## config.mk

```make
export PLATFORM = sky130hd
export DESIGN_NAME = path_string_validator
export DESIGN_NICKNAME = d
export VERILOG_FILES = /design/src/design/psv_pkg.sv /design/src/design/path_string_validator.sv /design/src/design/psv_front.sv /design/src/design/psv_queue.sv /design/src/design/psv_back.sv
export SDC_FILE = /design/constraint.sdc
export NUM_CORES = 1
export LEC_CHECK = 0
export BUFFER_PORTS_ARGS = -buffer_cell sky130_fd_sc_hd__buf_2
export CAP_MARGIN = 20
export CORE_MARGIN = 2
export CORE_UTILIZATION = 45
export CTS_CLUSTER_SIZE = 16
export DETAILED_ROUTE_END_ITERATION = 12
export GPL_ROUTABILITY_DRIVEN = 0
export SLEW_MARGIN = 20
export SYNTH_ARGS = -nofsm -noshare
export SYNTH_HDL_FRONTEND = slang
export SYNTH_SLANG_ARGS = --single-unit
```

## constraint.sdc

```tcl
create_clock -name clock -period 4.95 [get_ports clock]
set_clock_uncertainty 0.15 [all_clocks]
set_input_delay 0 -clock clock [delete_from_list [all_inputs] [get_ports clock]]
set_output_delay 0 -clock clock [all_outputs]
set_load 0.05 [all_outputs]
```

## src/design/psv_pkg.sv

```systemverilog
// Shared types, constants and byte-class functions of the path string validator.
`timescale 1ns / 1ps

package psv_pkg;

   localparam int LENGTH_WIDTH_DEF = 16;
   localparam int CFG_LEN_WIDTH    = 16;
   localparam int OUT_LEN_WIDTH    = 16;
   localparam int CSR_INDEX_WIDTH  = 2;
   localparam int CSR_DATA_WIDTH   = 16;
   localparam int QUEUE_DEPTH      = 4;

   localparam logic [CSR_INDEX_WIDTH-1:0] REG_MAX_LENGTH     = 2'd0;
   localparam logic [CSR_INDEX_WIDTH-1:0] REG_STRICT_MODE    = 2'd1;
   localparam logic [CSR_INDEX_WIDTH-1:0] REG_ALLOW_RELATIVE = 2'd2;

   localparam logic [CFG_LEN_WIDTH-1:0] MAX_LENGTH_RST = 16'd4096;

   localparam logic [2:0] ERR_NONE      = 3'd0;
   localparam logic [2:0] ERR_EMPTY     = 3'd1;
   localparam logic [2:0] ERR_TOO_LONG  = 3'd2;
   localparam logic [2:0] ERR_NULL      = 3'd3;
   localparam logic [2:0] ERR_TRAVERSAL = 3'd4;
   localparam logic [2:0] ERR_CONTROL   = 3'd5;
   localparam logic [2:0] ERR_SHELL     = 3'd6;
   localparam logic [2:0] ERR_UTF8      = 3'd7;

   localparam int FLT_NULL  = 0;
   localparam int FLT_TRAV  = 1;
   localparam int FLT_CTRL  = 2;
   localparam int FLT_SHELL = 3;
   localparam int FLT_UTF8  = 4;

   localparam logic [1:0] LIM_NONE = 2'd0;
   localparam logic [1:0] LIM_A0   = 2'd1;
   localparam logic [1:0] LIM_8F   = 2'd2;
   localparam logic [1:0] LIM_90   = 2'd3;

   localparam logic [7:0] CH_NUL   = 8'h00;
   localparam logic [7:0] CH_TAB   = 8'h09;
   localparam logic [7:0] CH_LF    = 8'h0A;
   localparam logic [7:0] CH_CR    = 8'h0D;
   localparam logic [7:0] CH_SPACE = 8'h20;
   localparam logic [7:0] CH_SLASH = 8'h2F;
   localparam logic [7:0] CH_DEL   = 8'h7F;

   typedef struct packed {
      logic [7:0] byte_value;
      logic       has_byte;
      logic       last;
      logic       is_ws;
      logic       ws_ctrl;
      logic       ws_nl;
      logic       is_ctrl;
      logic       is_shell;
      logic       is_null;
      logic       is_slash;
   } item_type;

   typedef struct packed {
      logic [CFG_LEN_WIDTH-1:0] max_length;
      logic                     strict_mode;
      logic                     allow_relative;
   } cfg_type;

   // index 0 is the newest byte
   typedef logic [4:0][7:0] history_type;

   function automatic logic is_shell_char(logic [7:0] c);
      logic hit;
      case (c) inside
         8'h7C, 8'h3B, 8'h26, 8'h24, 8'h60, 8'h22, 8'h27, 8'h3C, 8'h3E, 8'h28, 8'h29,
         8'h7B, 8'h7D, 8'h5B, 8'h5D, 8'h21, 8'h23, 8'h2A, 8'h3F, 8'h5C, 8'h7E,
         CH_LF, CH_CR: hit = 1'b1;
         default: hit = 1'b0;
      endcase
      return hit;
   endfunction

   // history followed by c ends in "..", "%2e%2e", "%252e" or "%c0%ae" (either case)
   function automatic logic is_traversal(history_type h, logic [7:0] c);
      logic dots;
      logic enc_lo;
      logic enc_up;
      logic dbl_lo;
      logic dbl_up;
      logic ovl_lo;
      logic ovl_up;
      dots   = (c == 8'h2E) && (h[0] == 8'h2E);
      enc_lo = (c == 8'h65) && (h[0] == 8'h32) && (h[1] == 8'h25) && (h[2] == 8'h65)
               && (h[3] == 8'h32) && (h[4] == 8'h25);
      enc_up = (c == 8'h45) && (h[0] == 8'h32) && (h[1] == 8'h25) && (h[2] == 8'h45)
               && (h[3] == 8'h32) && (h[4] == 8'h25);
      dbl_lo = (c == 8'h65) && (h[0] == 8'h32) && (h[1] == 8'h35) && (h[2] == 8'h32)
               && (h[3] == 8'h25);
      dbl_up = (c == 8'h45) && (h[0] == 8'h32) && (h[1] == 8'h35) && (h[2] == 8'h32)
               && (h[3] == 8'h25);
      ovl_lo = (c == 8'h65) && (h[0] == 8'h61) && (h[1] == 8'h25) && (h[2] == 8'h30)
               && (h[3] == 8'h63) && (h[4] == 8'h25);
      ovl_up = (c == 8'h45) && (h[0] == 8'h41) && (h[1] == 8'h25) && (h[2] == 8'h30)
               && (h[3] == 8'h43) && (h[4] == 8'h25);
      return dots | enc_lo | enc_up | dbl_lo | dbl_up | ovl_lo | ovl_up;
   endfunction

endpackage

```

## src/design/path_string_validator.sv

```systemverilog
// Top level of the path string validator: config registers, front, queue and back.
`timescale 1ns / 1ps

// Usage:
//   req_ channel: one byte of a path per transaction (req_byte_value, req_has_byte,
//   req_last). A transaction with req_last high closes the string; exactly one
//   verdict transaction follows on the rsp_ channel, none for other bytes.
//   rsp_ channel: rsp_valid_res, rsp_error_code, rsp_trimmed_length.
//   csr_ channel: csr_index selects max_length (0), strict_mode (1) or
//   allow_relative (2); other indexes are ignored. csr_ready is always high.
//   Write registers only while no string is in flight.
// Timing:
//   One byte per cycle while req_stall is low. rsp_valid is registered: the closing
//   byte passes through the queue and sets the verdict register when popped; the
//   per-byte state update in the back end is a loop through its state registers
//   and sets the rate. A four-entry queue decouples the classifier from the checker,
//   so bytes keep flowing while a verdict waits under rsp_stall until the next
//   closing byte reaches the head; req_stall rises only when the queue is full.
// Reset: clears the queue, the running path state and any pending verdict, and
//   loads max_length 4096, strict_mode 0, allow_relative 1.
module path_string_validator #(
   parameter int LENGTH_WIDTH = psv_pkg::LENGTH_WIDTH_DEF
) (
   input  logic                                   clock,
   input  logic                                   reset,
   input  logic                                   req_valid,
   output logic                                   req_stall,
   input  logic [7:0]                             req_byte_value,
   input  logic                                   req_has_byte,
   input  logic                                   req_last,
   output logic                                   rsp_valid,
   input  logic                                   rsp_stall,
   output logic                                   rsp_valid_res,
   output logic [2:0]                             rsp_error_code,
   output logic [psv_pkg::OUT_LEN_WIDTH-1:0]      rsp_trimmed_length,
   input  logic                                   csr_valid,
   output logic                                   csr_ready,
   input  logic [psv_pkg::CSR_INDEX_WIDTH-1:0]    csr_index,
   input  logic [psv_pkg::CSR_DATA_WIDTH-1:0]     csr_data
);
   import psv_pkg::*;

   cfg_type  cfg_ff;
   item_type front_item;
   item_type head_item;
   logic     q_full;
   logic     head_valid;
   logic     pop;
   logic     push;

   assign csr_ready = 1'b1;
   assign req_stall = q_full;
   assign push      = req_valid && !q_full;

   always_ff @(posedge clock) begin
      if (reset) begin
         cfg_ff.max_length     <= MAX_LENGTH_RST;
         cfg_ff.strict_mode    <= 1'b0;
         cfg_ff.allow_relative <= 1'b1;
      end else if (csr_valid && csr_ready) begin
         unique case (csr_index)
            REG_MAX_LENGTH:     cfg_ff.max_length     <= csr_data[CFG_LEN_WIDTH-1:0];
            REG_STRICT_MODE:    cfg_ff.strict_mode    <= csr_data[0];
            REG_ALLOW_RELATIVE: cfg_ff.allow_relative <= csr_data[0];
            default: ;
         endcase
      end
   end

   psv_front u_front (
      .byte_value (req_byte_value),
      .has_byte   (req_has_byte),
      .last       (req_last),
      .item       (front_item)
   );

   psv_queue #(
      .DEPTH (QUEUE_DEPTH)
   ) u_queue (
      .clock      (clock),
      .reset      (reset),
      .push       (push),
      .push_item  (front_item),
      .full       (q_full),
      .pop        (pop),
      .head_valid (head_valid),
      .head_item  (head_item)
   );

   psv_back #(
      .LENGTH_WIDTH (LENGTH_WIDTH)
   ) u_back (
      .clock              (clock),
      .reset              (reset),
      .cfg                (cfg_ff),
      .head_valid         (head_valid),
      .head_item          (head_item),
      .pop                (pop),
      .rsp_valid          (rsp_valid),
      .rsp_stall          (rsp_stall),
      .rsp_valid_res      (rsp_valid_res),
      .rsp_error_code     (rsp_error_code),
      .rsp_trimmed_length (rsp_trimmed_length)
   );

   a_verdict_from_last: assert property (@(posedge clock) disable iff (reset)
      $rose(rsp_valid) |-> $past(pop && head_item.last))
      else $error("verdict raised without a closing byte");

   a_pass_means_no_code: assert property (@(posedge clock) disable iff (reset)
      (rsp_valid && rsp_valid_res) |-> (rsp_error_code == ERR_NONE))
      else $error("passing verdict carries an error code");

   a_empty_zero_length: assert property (@(posedge clock) disable iff (reset)
      (rsp_valid && (rsp_error_code == ERR_EMPTY)) |-> (rsp_trimmed_length == '0))
      else $error("empty verdict with nonzero length");

   a_stall_when_full: assert property (@(posedge clock) disable iff (reset)
      (q_full && !pop) |=> q_full)
      else $error("queue lost an entry without a pop");

endmodule

```

## src/design/psv_front.sv

```systemverilog
// Front end: classifies each incoming byte for the checker.
`timescale 1ns / 1ps

module psv_front (
   input  logic [7:0]        byte_value,
   input  logic              has_byte,
   input  logic              last,
   output psv_pkg::item_type item
);
   import psv_pkg::*;

   logic ws;

   assign ws = (byte_value == CH_SPACE) || ((byte_value >= CH_TAB) && (byte_value <= CH_CR));

   always_comb begin
      item.byte_value = byte_value;
      item.has_byte   = has_byte;
      item.last       = last;
      item.is_ws      = ws;
      item.ws_ctrl    = ws && (byte_value != CH_SPACE) && (byte_value != CH_TAB);
      item.ws_nl      = (byte_value == CH_LF) || (byte_value == CH_CR);
      item.is_ctrl    = ((byte_value < CH_SPACE) && (byte_value != CH_TAB))
                        || (byte_value == CH_DEL);
      item.is_shell   = is_shell_char(byte_value);
      item.is_null    = (byte_value == CH_NUL);
      item.is_slash   = (byte_value == CH_SLASH);
   end

endmodule

```

## src/design/psv_queue.sv

```systemverilog
// Short flop-based queue between the classifier and the checker.
`timescale 1ns / 1ps

module psv_queue #(
   parameter int DEPTH = psv_pkg::QUEUE_DEPTH
) (
   input  logic              clock,
   input  logic              reset,
   input  logic              push,
   input  psv_pkg::item_type push_item,
   output logic              full,
   input  logic              pop,
   output logic              head_valid,
   output psv_pkg::item_type head_item
);
   import psv_pkg::*;

   localparam int PTR_W = (DEPTH > 1) ? $clog2(DEPTH) : 1;
   localparam int CNT_W = $clog2(DEPTH + 1);
   localparam logic [PTR_W-1:0] PTR_LAST = PTR_W'(DEPTH - 1);
   localparam logic [CNT_W-1:0] CNT_FULL = CNT_W'(DEPTH);

   item_type           slot_ff [DEPTH];
   logic [PTR_W-1:0]   wr_ptr_ff;
   logic [PTR_W-1:0]   wr_ptr_in;
   logic [PTR_W-1:0]   rd_ptr_ff;
   logic [PTR_W-1:0]   rd_ptr_in;
   logic [CNT_W-1:0]   count_ff;
   logic [CNT_W-1:0]   count_in;

   assign full       = (count_ff == CNT_FULL);
   assign head_valid = (count_ff != '0);
   assign head_item  = slot_ff[rd_ptr_ff];

   always_comb begin
      wr_ptr_in = wr_ptr_ff;
      rd_ptr_in = rd_ptr_ff;
      count_in  = count_ff;
      if (push) begin
         wr_ptr_in = (wr_ptr_ff == PTR_LAST) ? '0 : wr_ptr_ff + 1'b1;
      end
      if (pop) begin
         rd_ptr_in = (rd_ptr_ff == PTR_LAST) ? '0 : rd_ptr_ff + 1'b1;
      end
      if (push && !pop) begin
         count_in = count_ff + 1'b1;
      end else if (pop && !push) begin
         count_in = count_ff - 1'b1;
      end
   end

   always_ff @(posedge clock) begin
      if (reset) begin
         wr_ptr_ff <= '0;
         rd_ptr_ff <= '0;
         count_ff  <= '0;
      end else begin
         wr_ptr_ff <= wr_ptr_in;
         rd_ptr_ff <= rd_ptr_in;
         count_ff  <= count_in;
      end
   end

   always_ff @(posedge clock) begin
      if (push) begin
         slot_ff[wr_ptr_ff] <= push_item;
      end
   end

endmodule

```

## src/design/psv_back.sv

```systemverilog
// Back end: running path state, pattern and UTF-8 checks, verdict register.
`timescale 1ns / 1ps

module psv_back #(
   parameter int LENGTH_WIDTH = psv_pkg::LENGTH_WIDTH_DEF
) (
   input  logic                                  clock,
   input  logic                                  reset,
   input  psv_pkg::cfg_type                      cfg,
   input  logic                                  head_valid,
   input  psv_pkg::item_type                     head_item,
   output logic                                  pop,
   output logic                                  rsp_valid,
   input  logic                                  rsp_stall,
   output logic                                  rsp_valid_res,
   output logic [2:0]                            rsp_error_code,
   output logic [psv_pkg::OUT_LEN_WIDTH-1:0]     rsp_trimmed_length
);
   import psv_pkg::*;

   localparam int LW = LENGTH_WIDTH;
   localparam int CW = (LW > OUT_LEN_WIDTH) ? LW : OUT_LEN_WIDTH;
   localparam logic [LW-1:0] LEN_MAX = '1;
   localparam logic [CW-1:0] OUT_MAX = CW'({OUT_LEN_WIDTH{1'b1}});

   logic              seen_ff, seen_in;
   logic              slash_ff, slash_in;
   logic [LW-1:0]     kept_ff, kept_in;
   logic [LW-1:0]     pend_ff, pend_in;
   logic [1:0]        pflags_ff, pflags_in;
   logic [4:0]        fault_ff, fault_in;
   history_type       hist_ff, hist_in;
   logic [1:0]        rem_ff, rem_in;
   logic [1:0]        lim_ff, lim_in;

   history_type       hist_eff;
   logic [1:0]        rem_eff;
   logic [1:0]        lim_eff;
   logic [LW+1:0]     kept_sum;
   logic [7:0]        c;
   logic              bad;
   logic [CW-1:0]     kept_x;
   logic [2:0]        code;
   logic              out_free;

   logic              rsp_valid_ff;
   logic              res_ok_ff;
   logic [2:0]        res_code_ff;
   logic [OUT_LEN_WIDTH-1:0] res_len_ff;

   assign out_free = !rsp_valid_ff || !rsp_stall;
   assign pop      = head_valid && (!head_item.last || out_free);
   assign c        = head_item.byte_value;

   always_comb begin
      seen_in   = seen_ff;
      slash_in  = slash_ff;
      kept_in   = kept_ff;
      pend_in   = pend_ff;
      pflags_in = pflags_ff;
      fault_in  = fault_ff;
      hist_in   = hist_ff;
      rem_in    = rem_ff;
      lim_in    = lim_ff;
      hist_eff  = hist_ff;
      rem_eff   = rem_ff;
      lim_eff   = lim_ff;
      kept_sum  = {2'b00, kept_ff} + {2'b00, pend_ff} + (LW+2)'(1);
      bad       = 1'b0;
      if (head_item.has_byte) begin
         if (head_item.is_ws) begin
            if (seen_ff) begin
               pend_in   = (pend_ff == LEN_MAX) ? LEN_MAX : pend_ff + 1'b1;
               pflags_in = pflags_ff | {head_item.ws_nl, head_item.ws_ctrl};
            end
         end else begin
            if (!seen_ff) begin
               seen_in  = 1'b1;
               slash_in = head_item.is_slash;
            end
            // pending whitespace is committed as a single space in the history
            if (pend_ff != '0) begin
               fault_in[FLT_CTRL]  = fault_in[FLT_CTRL] | pflags_ff[0];
               fault_in[FLT_SHELL] = fault_in[FLT_SHELL] | pflags_ff[1];
               if (rem_ff != 2'd0) begin
                  fault_in[FLT_UTF8] = 1'b1;
                  rem_eff = 2'd0;
                  lim_eff = LIM_NONE;
               end
               hist_eff  = {hist_ff[3:0], CH_SPACE};
               pend_in   = '0;
               pflags_in = 2'b00;
            end
            kept_in = (kept_sum > {2'b00, LEN_MAX}) ? LEN_MAX : kept_sum[LW-1:0];
            fault_in[FLT_NULL]  = fault_in[FLT_NULL] | head_item.is_null;
            fault_in[FLT_TRAV]  = fault_in[FLT_TRAV] | is_traversal(hist_eff, c);
            fault_in[FLT_CTRL]  = fault_in[FLT_CTRL] | head_item.is_ctrl;
            fault_in[FLT_SHELL] = fault_in[FLT_SHELL] | head_item.is_shell;
            rem_in = rem_eff;
            lim_in = lim_eff;
            if (rem_eff != 2'd0) begin
               bad = (c[7:6] != 2'b10)
                     || ((lim_eff == LIM_A0) && (c < 8'hA0))
                     || ((lim_eff == LIM_8F) && (c > 8'h8F))
                     || ((lim_eff == LIM_90) && (c < 8'h90));
               lim_in = LIM_NONE;
               if (bad) begin
                  fault_in[FLT_UTF8] = 1'b1;
                  rem_in = 2'd0;
               end else begin
                  rem_in = rem_eff - 1'b1;
               end
            end else if (c[7] == 1'b0) begin
               rem_in = 2'd0;
            end else if (c[7:5] == 3'b110) begin
               if (c < 8'hC2) begin
                  fault_in[FLT_UTF8] = 1'b1;
               end else begin
                  rem_in = 2'd1;
               end
            end else if (c[7:4] == 4'b1110) begin
               rem_in = 2'd2;
               lim_in = (c == 8'hE0) ? LIM_A0 : LIM_NONE;
            end else if ((c[7:3] == 5'b11110) && (c <= 8'hF4)) begin
               rem_in = 2'd3;
               lim_in = (c == 8'hF0) ? LIM_90 : ((c == 8'hF4) ? LIM_8F : LIM_NONE);
            end else begin
               fault_in[FLT_UTF8] = 1'b1;
            end
            hist_in = {hist_eff[3:0], c};
         end
      end
   end

   assign kept_x = CW'(kept_in);

   always_comb begin
      if (!seen_in) begin
         code = ERR_EMPTY;
      end else if (kept_x > CW'(cfg.max_length)) begin
         code = ERR_TOO_LONG;
      end else if (fault_in[FLT_NULL]) begin
         code = ERR_NULL;
      end else if (fault_in[FLT_TRAV]) begin
         code = ERR_TRAVERSAL;
      end else if (fault_in[FLT_CTRL]) begin
         code = ERR_CONTROL;
      end else if (cfg.strict_mode && fault_in[FLT_SHELL]) begin
         code = ERR_SHELL;
      end else if (fault_in[FLT_UTF8] || (rem_in != 2'd0)) begin
         code = ERR_UTF8;
      end else if (!cfg.allow_relative && !slash_in) begin
         code = ERR_TRAVERSAL;
      end else begin
         code = ERR_NONE;
      end
   end

   always_ff @(posedge clock) begin
      if (reset || (pop && head_item.last)) begin
         seen_ff   <= 1'b0;
         slash_ff  <= 1'b0;
         kept_ff   <= '0;
         pend_ff   <= '0;
         pflags_ff <= 2'b00;
         fault_ff  <= 5'b0;
         hist_ff   <= '0;
         rem_ff    <= 2'd0;
         lim_ff    <= LIM_NONE;
      end else if (pop) begin
         seen_ff   <= seen_in;
         slash_ff  <= slash_in;
         kept_ff   <= kept_in;
         pend_ff   <= pend_in;
         pflags_ff <= pflags_in;
         fault_ff  <= fault_in;
         hist_ff   <= hist_in;
         rem_ff    <= rem_in;
         lim_ff    <= lim_in;
      end
   end

   always_ff @(posedge clock) begin
      if (reset) begin
         rsp_valid_ff <= 1'b0;
      end else if (pop && head_item.last) begin
         rsp_valid_ff <= 1'b1;
      end else if (!rsp_stall) begin
         rsp_valid_ff <= 1'b0;
      end
   end

   always_ff @(posedge clock) begin
      if (pop && head_item.last) begin
         res_ok_ff   <= (code == ERR_NONE);
         res_code_ff <= code;
         if (!seen_in) begin
            res_len_ff <= '0;
         end else if (kept_x > OUT_MAX) begin
            res_len_ff <= {OUT_LEN_WIDTH{1'b1}};
         end else begin
            res_len_ff <= kept_x[OUT_LEN_WIDTH-1:0];
         end
      end
   end

   assign rsp_valid          = rsp_valid_ff;
   assign rsp_valid_res      = res_ok_ff;
   assign rsp_error_code     = res_code_ff;
   assign rsp_trimmed_length = res_len_ff;

endmodule

```

==> out/metrics.cfg, run 1 <==
[outcome]
status=complete, no violations

[clock_tree]
cts_tree=built
cts_num_sinks=201
clk_pin_slew_ns=0.05
htree_levels=1
clockBufferDepth=3
cts-root-buf=clkbuf_16
numCtsBuffers=25
clock_latency_ns=0.54

[timing]
fmaxAchievable_ghz=0.210
worst_pin_slew_ns=0.979
period_needed_ns=4.76
whs_ns=0.0730
fin_tns_setup_ns=0
finalMaxSlewViolations=0
hold_violations=0
max_slew_margin=0.347
min_period_over_period=0.961
setup_violations=0

[logic_synthesis]
synth-edff-count=88
seq_area_frac_synth=0.452
yosys.area.top_type=edfxtp_1
netlist.area_leader.share=0.243
async_flop_share=0
avgSynthCellArea_um2=9.26
ys_warn_count=0
ys_top_cells_by_count=nand2_1, a21oi_1, dfxtp_1, nor2_1, edfxtp_1
postSynthNetCount=1251
netlist_area_um2=10900
postSynthCellCount=1173
dominantRegCellSynth=dfxtp_1
synth_most_common_cell=nand2_1
synth_seq_cells=201
synth_cell_type_count=82
synthTopCellsByArea=edfxtp_1, dfxtp_1, a21oi_1

[route]
vias=9348
routed_wl_um=28600
vias_per_cell=5.69
post_drt_wl_per_cell_um=17.4
firstDrtPassIters=8
drc_errors=0
ant_nets=0
drt_iter0_markers=516

[global_route]
grt_pass1_vias=8737
antenna_found_initial=0
grt_usage=0.222
gr-total-overflow=0
grt_pass1_wl_um=46500
grt_start_max_net_pins=103

[place]
dpl.hpwl_um=18800
portBuffers=54
dp.cells=1523

[final_layout]
final_nets=1383
diodes=0
syn2layout_area_growth_pct=22.2
fin_cells=1642
drive_gt1_frac=0.159
fillers=2111

[setup_path]
critical_path.cell_chain=ha_1 > a211o_1 > or3_4 > o32ai_4 > o21ai_2 > xnor2_2 > nor3_2 > buf_4 > a31o_1 > a21oi_2 > buf_6 > a21oi_1 > ha_1 > a21o_1 > a21o_1 > a211oi_2 > o21ai_1 > a21oi_2 > a31oi_2 > or2_4 > o22a_1
cp_data_required_time_ns=5.08
cpPeakStageDelay_ns=0.35
cp.arrival_ns=4.89
critical_path_class=reg -> reg
endpoint_kind=register
cp.buffers_inverters=2
crit_path_top_delay_cell=or3_4
critPathTopFamily=compound AO/OA/AOI/OAI gates
critical_path.max_fanout=5
cp-start-kind=register

[floorplan]
start_util=0.460
die_h_um=159
die_w_um=159
rows=56
design.portCount=56
coreArea_um2=23600
die_area_um2=25400

[flow_run]
drv_cap=0

[power]
fin_total_pwr_uw=7340
leakage_uw=0.00483
powerDensity_nw_per_um2=553
ir_worst_vdd_uv=378

[worst_hold_path]
hold_class=in -> reg

-- final timing paths --
kind | to | cells past startpoint | from | slack, ns
setup / recovery | u_back.rsp_error_code[1]$_DFFE_PP_ | 21 | u_back.pend_ff[7]$_SDFFE_PP0P_ | 0.19
hold / removal | u_queue.slot_ff[1][8]$_DFFE_PP_ | 2 | req_has_byte | 0.07
setup reg to reg | u_back.rsp_error_code[1]$_DFFE_PP_ | 21 | u_back.pend_ff[7]$_SDFFE_PP0P_ | 0.19
hold reg to reg | u_back.fault_ff[3]$_SDFFE_PP0P_ | 2 | u_back.fault_ff[3]$_SDFFE_PP0P_ | 0.33
-- power by group --
group	total, uW	switching (uW)	internal, uW
clock network	1690	698	988
registers	2400	281	2120
logic	3250	2030	1220
-- placed cells by master, fill, tap and decap left out, types with 13 or more instances in the layout --
cell type | netlist | routed
inv_1 | 36 | 36
nand3_1 | 41 | 41
clkbuf_16 | 0 | 25
nand4_1 | 14 | 14
edfxtp_1 | 88 | 88
dlygate4sd3_1 | 0 | 65
nor3_1 | 34 | 33
nor2_1 | 108 | 104
dfxtp_1 | 113 | 111
nand2b_1 | 14 | 13
o21ai_0 | 49 | 45
buf_4 | 2 | 59
a311oi_1 | 24 | 24
nand2_1 | 147 | 147
ha_1 | 43 | 37
a21o_1 | 17 | 17
buf_2 | 12 | 55
a31oi_1 | 28 | 27
a21oi_1 | 127 | 125
xnor2_1 | 18 | 17
-- area by class of cell --
cell class | instances | area [um2] | area share
Multi-Input combinational cell | 860 | 5670 | 0.427
Tap cell | 319 | 399 | 0.0301
Sequential cell | 201 | 4910 | 0.370
Timing Repair Buffer | 181 | 1400 | 0.106
Clock buffer | 35 | 663 | 0.0500
Inverter | 36 | 135 | 0.0102
Clock inverter | 10 | 87.6 | 0.00660
-- kinds of logic (layout without fill, tap and decap cells) --
kind of cell,Yosys count,in the layout,synth area share
fa+ha+maj,45,45,0.0532
buf+inv,112,262,0.0437
flops,201,201,0.452
simple gates,449,449,0.201
other cells,1,1,0.000345
mux,30,30,0.0513
xor+xnor,26,26,0.0217
compound gates,309,309,0.177
-- flip-flops by register name, summed over array words and instances (netlist names), 2 cells and up, named ones only --
register	flops
u_back.fault_ff	5
u_back.rsp_trimmed_length	16
u_back.pend_ff	16
u_queue.rd_ptr_ff	2
u_back.rsp_error_code	3
u_queue.wr_ptr_ff	2
u_back.pflags_ff	2
cfg_ff	18
u_back.lim_ff	2
u_queue.slot_ff	68
u_back.rem_ff	2
u_queue.count_ff	3
u_back.hist_ff	40
u_back.kept_ff	16
-- layer usage --
layer | part of all wire | global-route usage | vias up
li1 | - | - | 4600
met1 | 0.48 | 0.329 | 4463
met2 | 0.45 | 0.343 | 241
met3 | 0.049 | 0.0307 | 44
met4 | 0.021 | 0.0562 | 0
met5 | 0 | 0 | -
-- worst reg2reg max path, cell delays in order (launching register included) --
cell and delay [ns]:
dfxtp_1 0.31, ha_1 0.31, a211o_1 0.29, or3_4 0.35, o32ai_4 0.35, o21ai_2 0.11, xnor2_2 0.23, nor3_2 0.08
buf_4 0.15, a31o_1 0.20, a21oi_2 0.18, buf_6 0.14, a21oi_1 0.07, ha_1 0.33, a21o_1 0.18, a21o_1 0.18
a211oi_2 0.18, o21ai_1 0.11, a21oi_2 0.14, a31oi_2 0.06, or2_4 0.27, o22a_1 0.17
-- metrics by stage --
step,cell area (um2),setup WS (ns),utilization
detailed placement,11600,-0.0990,0.492
global placement,11600,0.0213,0.492
floorplan,10900,0.0117,-
global route,13300,-0.0224,0.562
finish,13300,0.192,0.562
CTS,13000,0.00199,0.552
-- repair_timing --
| item | CTS | global route |
|---|---|---|
| endpoints found under the hold margin | 102 | 0 |
| pin swaps | 2 | 17 |
| gates resized for setup | 4 | 39 |
| gates cloned | 0 | 1 |
| setup buffers | 0 | 8 |
| hold buffers | 65 | 0 |
| endpoints found under the setup margin | 3 | 4 |
No activity file was read; power rests on OpenSTA's default activity.
==> inputs of run 2 (changes only) <==
CORE_ASPECT_RATIO = 1.2   (was default)
CTS_BUF_LIST = sky130_fd_sc_hd__clkbuf_4   (was default)
==> run 2 against run 1 <==
Critical path depth up 2. Global-route usage up 0.14 points. Combinational power up 2%. First-iteration DRC count down 4.8%. Utilization up 0.24 points. Register-to-register slack about the same. Hold slack better by 0.022 ns. Via count up 3.2%. Cell count up 4.4%. Critical endpoint is now u_back.rsp_valid_res$_DFFE_PP_. Largest power group unchanged.
==> out/metrics.cfg, run 2 (synthesis gave the netlist of run 1 again) <==
[timing]
finalMaxSlewViolations=0
fin_tns_setup_ns=0
hold_violations=0
worst_slack_ns=0.183
period_needed_ns=4.77
fmaxAchievable_ghz=0.210
min_period_over_period=0.963
worst_pin_slew_ns=0.925
setup_violations=0
max_slew_margin=0.383

[final_layout]
mostFrequentLayoutCells=nand2_1, a21oi_1, dfxtp_1
layout_commonest_cell=nand2_1
final_area_um2=13400
layout_top_registers=u_queue.slot_ff: 68 flops, u_back.hist_ff: 40 flops, cfg_ff: 18 flops
drive_gt1_frac=0.189
largest_register_ffs=68
fillers=2120
final_nets=1431
syn2layout_area_growth_pct=23.7
top_register=u_queue.slot_ff
fin_cells=1715

[setup_path]
cpPeakStageDelay_ns=0.36
reg2reg_depth=23
critical_path_class=reg -> reg
critPathTopFamily=simple AND/OR/NAND/NOR gates
cp-start-kind=register
r2r-end=u_back.rsp_valid_res$_DFFE_PP_
critical_path.max_fanout=4
cp_common_cell=buf_4
cp_data_required_time_ns=5.26
cp.buffers_inverters=4
rrSetupSlack_ns=0.18
crit_path_top_delay_cell=fa_2
endpoint_kind=register
critical_path.cell_chain=ha_2 > inv_1 > fa_2 > nor2b_2 > o2111a_2 > o31a_1 > xor2_1 > buf_4 > and4_4 > nor4b_4 > buf_4 > nand3_1 > mux2i_1 > o21ai_2 > buf_4 > ha_1 > nand4_1 > nor2_2 > a21oi_1 > a31oi_1 > or2_4 > nor2_4 > and4_4
cp.arrival_ns=5.08
reg2reg_from=u_back.pend_ff[0]$_SDFFE_PP0P_

[clock_tree]
clockBufferDepth=3
cts_tree=built
clk_pin_slew_ns=0.07
numCtsBuffers=54
cts-root-buf=clkbuf_4
htree_levels=2
clock_latency_ns=0.71
cts_num_sinks=201

[floorplan]
die_h_um=174
die_w_um=146
die_area_um2=25400
design.portCount=56
rows=62
coreArea_um2=23800
start_util=0.456

[global_route]
gr-total-overflow=0
grt_pass1_wl_um=46500
antenna_found_initial=1
grt_pass1_vias=9408
grt_usage=0.223
grt_start_max_net_pins=71

[worst_hold_path]
hp-start=req_byte_value[5]
hold_class=in -> reg
hold_depth=2
min_to=u_queue.slot_ff[0][14]$_DFFE_PP_

[route]
ant_nets=0
vias=9651
firstDrtPassIters=6
post_drt_wl_per_cell_um=17.0
drt_iter0_markers=491
vias_per_cell=5.63
drc_errors=0
routed_wl_um=29100

[power]
leakage_uw=0.00499
power_switching_uw=3040
ir_worst_vdd_uv=280
pwr-share-clk=0.208
switching_share=0.423
internal-power_uw=4160
powerDensity_nw_per_um2=536
comb_power_share=0.461
power_frac_seq=0.331

[place]
dpl.hpwl_um=18900
dp.cells=1524
place_area_um2=11600
portBuffers=54
place_ws_ns=-0.0369

[outcome]
status=complete, no violations

[flow_run]
drv_cap=0

## run 2: cell types whose count changed in the layout (fill, tap and decap cells not counted), sizes merged
cell	delta
clkinv	+8
clkbuf	+43
dlygate4sd3	+22
buf	-3
diode	+1
inv	+1
## run 2: per-layer routing
layer	up-vias	global-route usage	routed length (um)	part of all wire
li1	4745	-	-	-
met3	96	0.0404	1240	0.043
met2	261	0.401	14800	0.51
met5	-	0	0	0
met1	4549	0.253	11700	0.40
met4	0	0.116	1370	0.047
## run 2: layout make-up
type | count | area (um2) | share of cell area
Clock inverter | 19 | 118 | 0.00876
Inverter | 36 | 135 | 0.0101
Tap cell | 320 | 400 | 0.0298
Multi-Input combinational cell | 860 | 5670 | 0.422
Antenna cell | 1 | 2.50 | 0.000186
Timing Repair Buffer | 200 | 1600 | 0.119
Sequential cell | 201 | 4910 | 0.366
Clock buffer | 78 | 586 | 0.0436
## run 2: worst max path at each step
stage,startpoint,endpoint,slack [ns],depth (start not counted)
floorplan,u_back.pend_ff[0]$_SDFFE_PP0P_,u_back.rsp_valid_res$_DFFE_PP_,0.01,25
global placement,u_back.pend_ff[0]$_SDFFE_PP0P_,u_back.rsp_valid_res$_DFFE_PP_,0.04,23
detailed placement,u_back.pend_ff[0]$_SDFFE_PP0P_,u_back.rsp_valid_res$_DFFE_PP_,-0.04,23
CTS,u_back.pend_ff[0]$_SDFFE_PP0P_,u_back.rsp_valid_res$_DFFE_PP_,0.02,23
global route,u_back.kept_ff[9]$_SDFFE_PP0P_,u_back.rsp_valid_res$_DFFE_PP_,-0.08,20
finish,u_back.pend_ff[0]$_SDFFE_PP0P_,u_back.rsp_valid_res$_DFFE_PP_,0.18,23
## run 2: metrics by stage
stage | hold slack [ns] | total power, uW | util
2_1_floorplan | -0.0511 | 4650 | -
3_3_place_gp | 0.0718 | 5480 | 0.488
3_5_place_dp | 0.0741 | 5490 | 0.488
4_1_cts | 0.0570 | 7060 | 0.555
5_1_grt | 0.0661 | 7690 | 0.564
6_report | 0.0952 | 7200 | 0.564
## run 2: worst register-to-register path: stages (launching register included)
cell and delay (ns):
dfxtp_2 0.33, ha_2 0.17, inv_1 0.05, fa_2 0.36, nor2b_2 0.14, o2111a_2 0.27, o31a_1 0.18, xor2_1 0.20
buf_4 0.17, and4_4 0.25, nor4b_4 0.20, buf_4 0.15, nand3_1 0.09, mux2i_1 0.24, o21ai_2 0.09, buf_4 0.16
ha_1 0.30, nand4_1 0.16, nor2_2 0.18, a21oi_1 0.08, a31oi_1 0.23, or2_4 0.19, nor2_4 0.04, and4_4 0.15
## run 2: power groups by stage
stage	combinational (uW)	clock (uW)	sequential [uW]
finish	3320	1500	2390
global route	3640	1630	2420
CTS	3150	1540	2380
detailed placement	3080	0	2410
global placement	3070	0	2410
floorplan	2030	0	2620
## run 2: timing repair
item / in CTS / in global routing
buffers inserted: 0 / 6
setup endpoints to repair: 3 / 4
endpoints found under the hold margin: 102 / 0
gates resized for setup: 5 / 43
hold buffers: 87 / 0
pin swaps: 1 / 20
gates cloned: 0 / 0
==> inputs of run 3 (changes only) <==
HOLD_SLACK_MARGIN = 0.15   (was default)
==> run 3 against run 2 <==
Utilization rose by 0.46 points. Global-route usage rose by 0.46 points. Register-to-register slack barely moved. Worst setup slack got worse by 0.00079 ns. Non-clock buffer count rose by 11. Total power rose by 0.29%. Die area did not move. Sequential cell count did not move. Combinational power barely moved. Fmax barely moved. Via count rose by 0.86%. Routed wire length rose by 2.0%. Critical path type unchanged. Largest power group unchanged. Highest routed layer unchanged.
==> out/metrics.cfg, run 3 (synthesis gave the netlist of run 1 again) <==
[final_layout]
fin_cells=1726
drive_gt1_frac=0.188
final_nets=1442
layout_commonest_cell=nand2_1
fillers=2105
top_register=u_queue.slot_ff
final_area_um2=13500
utilization=0.569
mostFrequentLayoutCells=nand2_1, a21oi_1, dfxtp_1
syn2layout_area_growth_pct=24.7
multiInputGateArea_um2=5670
largest_register_ffs=68
layout_top_registers=u_queue.slot_ff: 68 flops, u_back.hist_ff: 40 flops, cfg_ff: 18 flops
seq_area_um2=4910

[floorplan]
rows=62
coreArea_um2=23800
design.portCount=56
die_w_um=146
die_h_um=174
die_area_um2=25400
start_util=0.456

[clock_tree]
cts-root-buf=clkbuf_4
cts_tree=built
numCtsBuffers=54
cts_num_sinks=201
clock_latency_ns=0.71
htree_levels=2
clk_pin_slew_ns=0.07
clockBufferDepth=3

[route]
routed_wl_um=29700
post_drt_wl_per_cell_um=17.2
drc_errors=0
ant_nets=0
vias_per_cell=5.64
firstDrtPassIters=5
vias=9734
drt_iter0_markers=561

[setup_path]
endpoint_kind=register
critical_path_class=reg -> reg
cp_data_required_time_ns=5.27
cp-start-kind=register
cp.arrival_ns=5.09
reg2reg_depth=23
critical_path.max_fanout=4

[worst_hold_path]
hold_class=in -> reg
hold_depth=4

[global_route]
gr-total-overflow=0
antenna_found_initial=1
grt_usage=0.228
grt_pass1_vias=9540
grt_start_max_net_pins=71
grt_pass1_wl_um=47400

[outcome]
status=complete, no violations

[power]
fin_total_pwr_uw=7220
power_frac_seq=0.330
comb_power_share=0.462
internal-power_uw=4160
leakage_uw=0.00504
switching_share=0.424
powerDensity_nw_per_um2=533
pwr-share-clk=0.208
ir_worst_vdd_uv=281
power_switching_uw=3060

[flow_run]
drv_cap=0

[timing]
hold_violations=0
fmaxAchievable_ghz=0.210
period_needed_ns=4.77
setup_violations=0
worst_slack_ns=0.182
finalMaxSlewViolations=0
max_slew_margin=0.385
worst_pin_slew_ns=0.923
min_period_over_period=0.963

[place]
place_area_um2=11600
dpl.hpwl_um=18900
portBuffers=54
place_ws_ns=-0.0369
dp.cells=1524

[run 3: changes by cell type in the layout (fill, tap and decap cells not counted)]
cell / change
dlygate4sd3_1: +11
[run 3: power by group through the flow]
stage	clock, uW	combinational (uW)	sequential (uW)
final	1500	3330	2390
after global routing	1630	3650	2420
after global placement	0	3070	2410
after CTS	1540	3150	2380
after floorplan	0	2030	2620
after detailed placement	0	3080	2410
[run 3: what timing repair did]
action / in CTS / in global routing
resized for setup: 5 / 43
setup endpoints to repair: 3 / 4
pin swaps: 1 / 20
endpoints found under the hold margin: 141 / 0
buffers inserted: 0 / 6
hold buffers: 98 / 0
[run 3: routing by layer]
metal / vias to the layer above / track usage / wire [um]
li1: 4761 / - / -
met1: 4602 / 0.256 / 11800
met2: 275 / 0.410 / 15200
met3: 96 / 0.0417 / 1270
met4: 0 / 0.120 / 1360
met5: - / 0 / 0
[run 3: final timing paths]
check,startpoint,end,slack (ns)
setup reg to reg,u_back.pend_ff[0]$_SDFFE_PP0P_,u_back.rsp_valid_res$_DFFE_PP_,0.18
hold reg to reg,u_back.pflags_ff[1]$_SDFFE_PP0P_,u_back.pflags_ff[1]$_SDFFE_PP0P_,0.32
setup / recovery,u_back.pend_ff[0]$_SDFFE_PP0P_,u_back.rsp_valid_res$_DFFE_PP_,0.18
hold / removal,req_byte_value[5],u_queue.slot_ff[0][0]$_DFFE_PP_,0.24
[run 3: layout make-up]
| type | instances | share of cell area |
|---|---|---|
| well taps | 320 | 0.0296 |
| inverters | 36 | 0.00998 |
| multi-input cells | 860 | 0.419 |
| clock buffers | 78 | 0.0432 |
| flip-flops and latches | 201 | 0.363 |
| diodes | 1 | 0.000185 |
| clock inverters | 19 | 0.00869 |
| repair buffers | 211 | 0.127 |
[run 3: stage by stage]
stage / hold WS [ns] / setup TNS (ns)
after floorplan: -0.0511 / 0
after global placement: 0.0718 / 0
after detailed placement: 0.0741 / -0.0369
after CTS: 0.201 / 0
after global routing: 0.220 / -0.152
final: 0.238 / 0
[run 3: critical path, stage by stage, from the launching register on]
cell,delay (ns)
dfxtp_2,0.33
ha_2,0.17
inv_1,0.05
fa_2,0.36
nor2b_2,0.14
o2111a_2,0.27
o31a_1,0.18
xor2_1,0.20
buf_4,0.16
and4_4,0.25
nor4b_4,0.20
buf_4,0.15
nand3_1,0.09
mux2i_1,0.24
o21ai_2,0.10
buf_4,0.16
ha_1,0.30
nand4_1,0.16
nor2_2,0.18
a21oi_1,0.08
a31oi_1,0.23
or2_4,0.18
nor2_4,0.04
and4_4,0.15
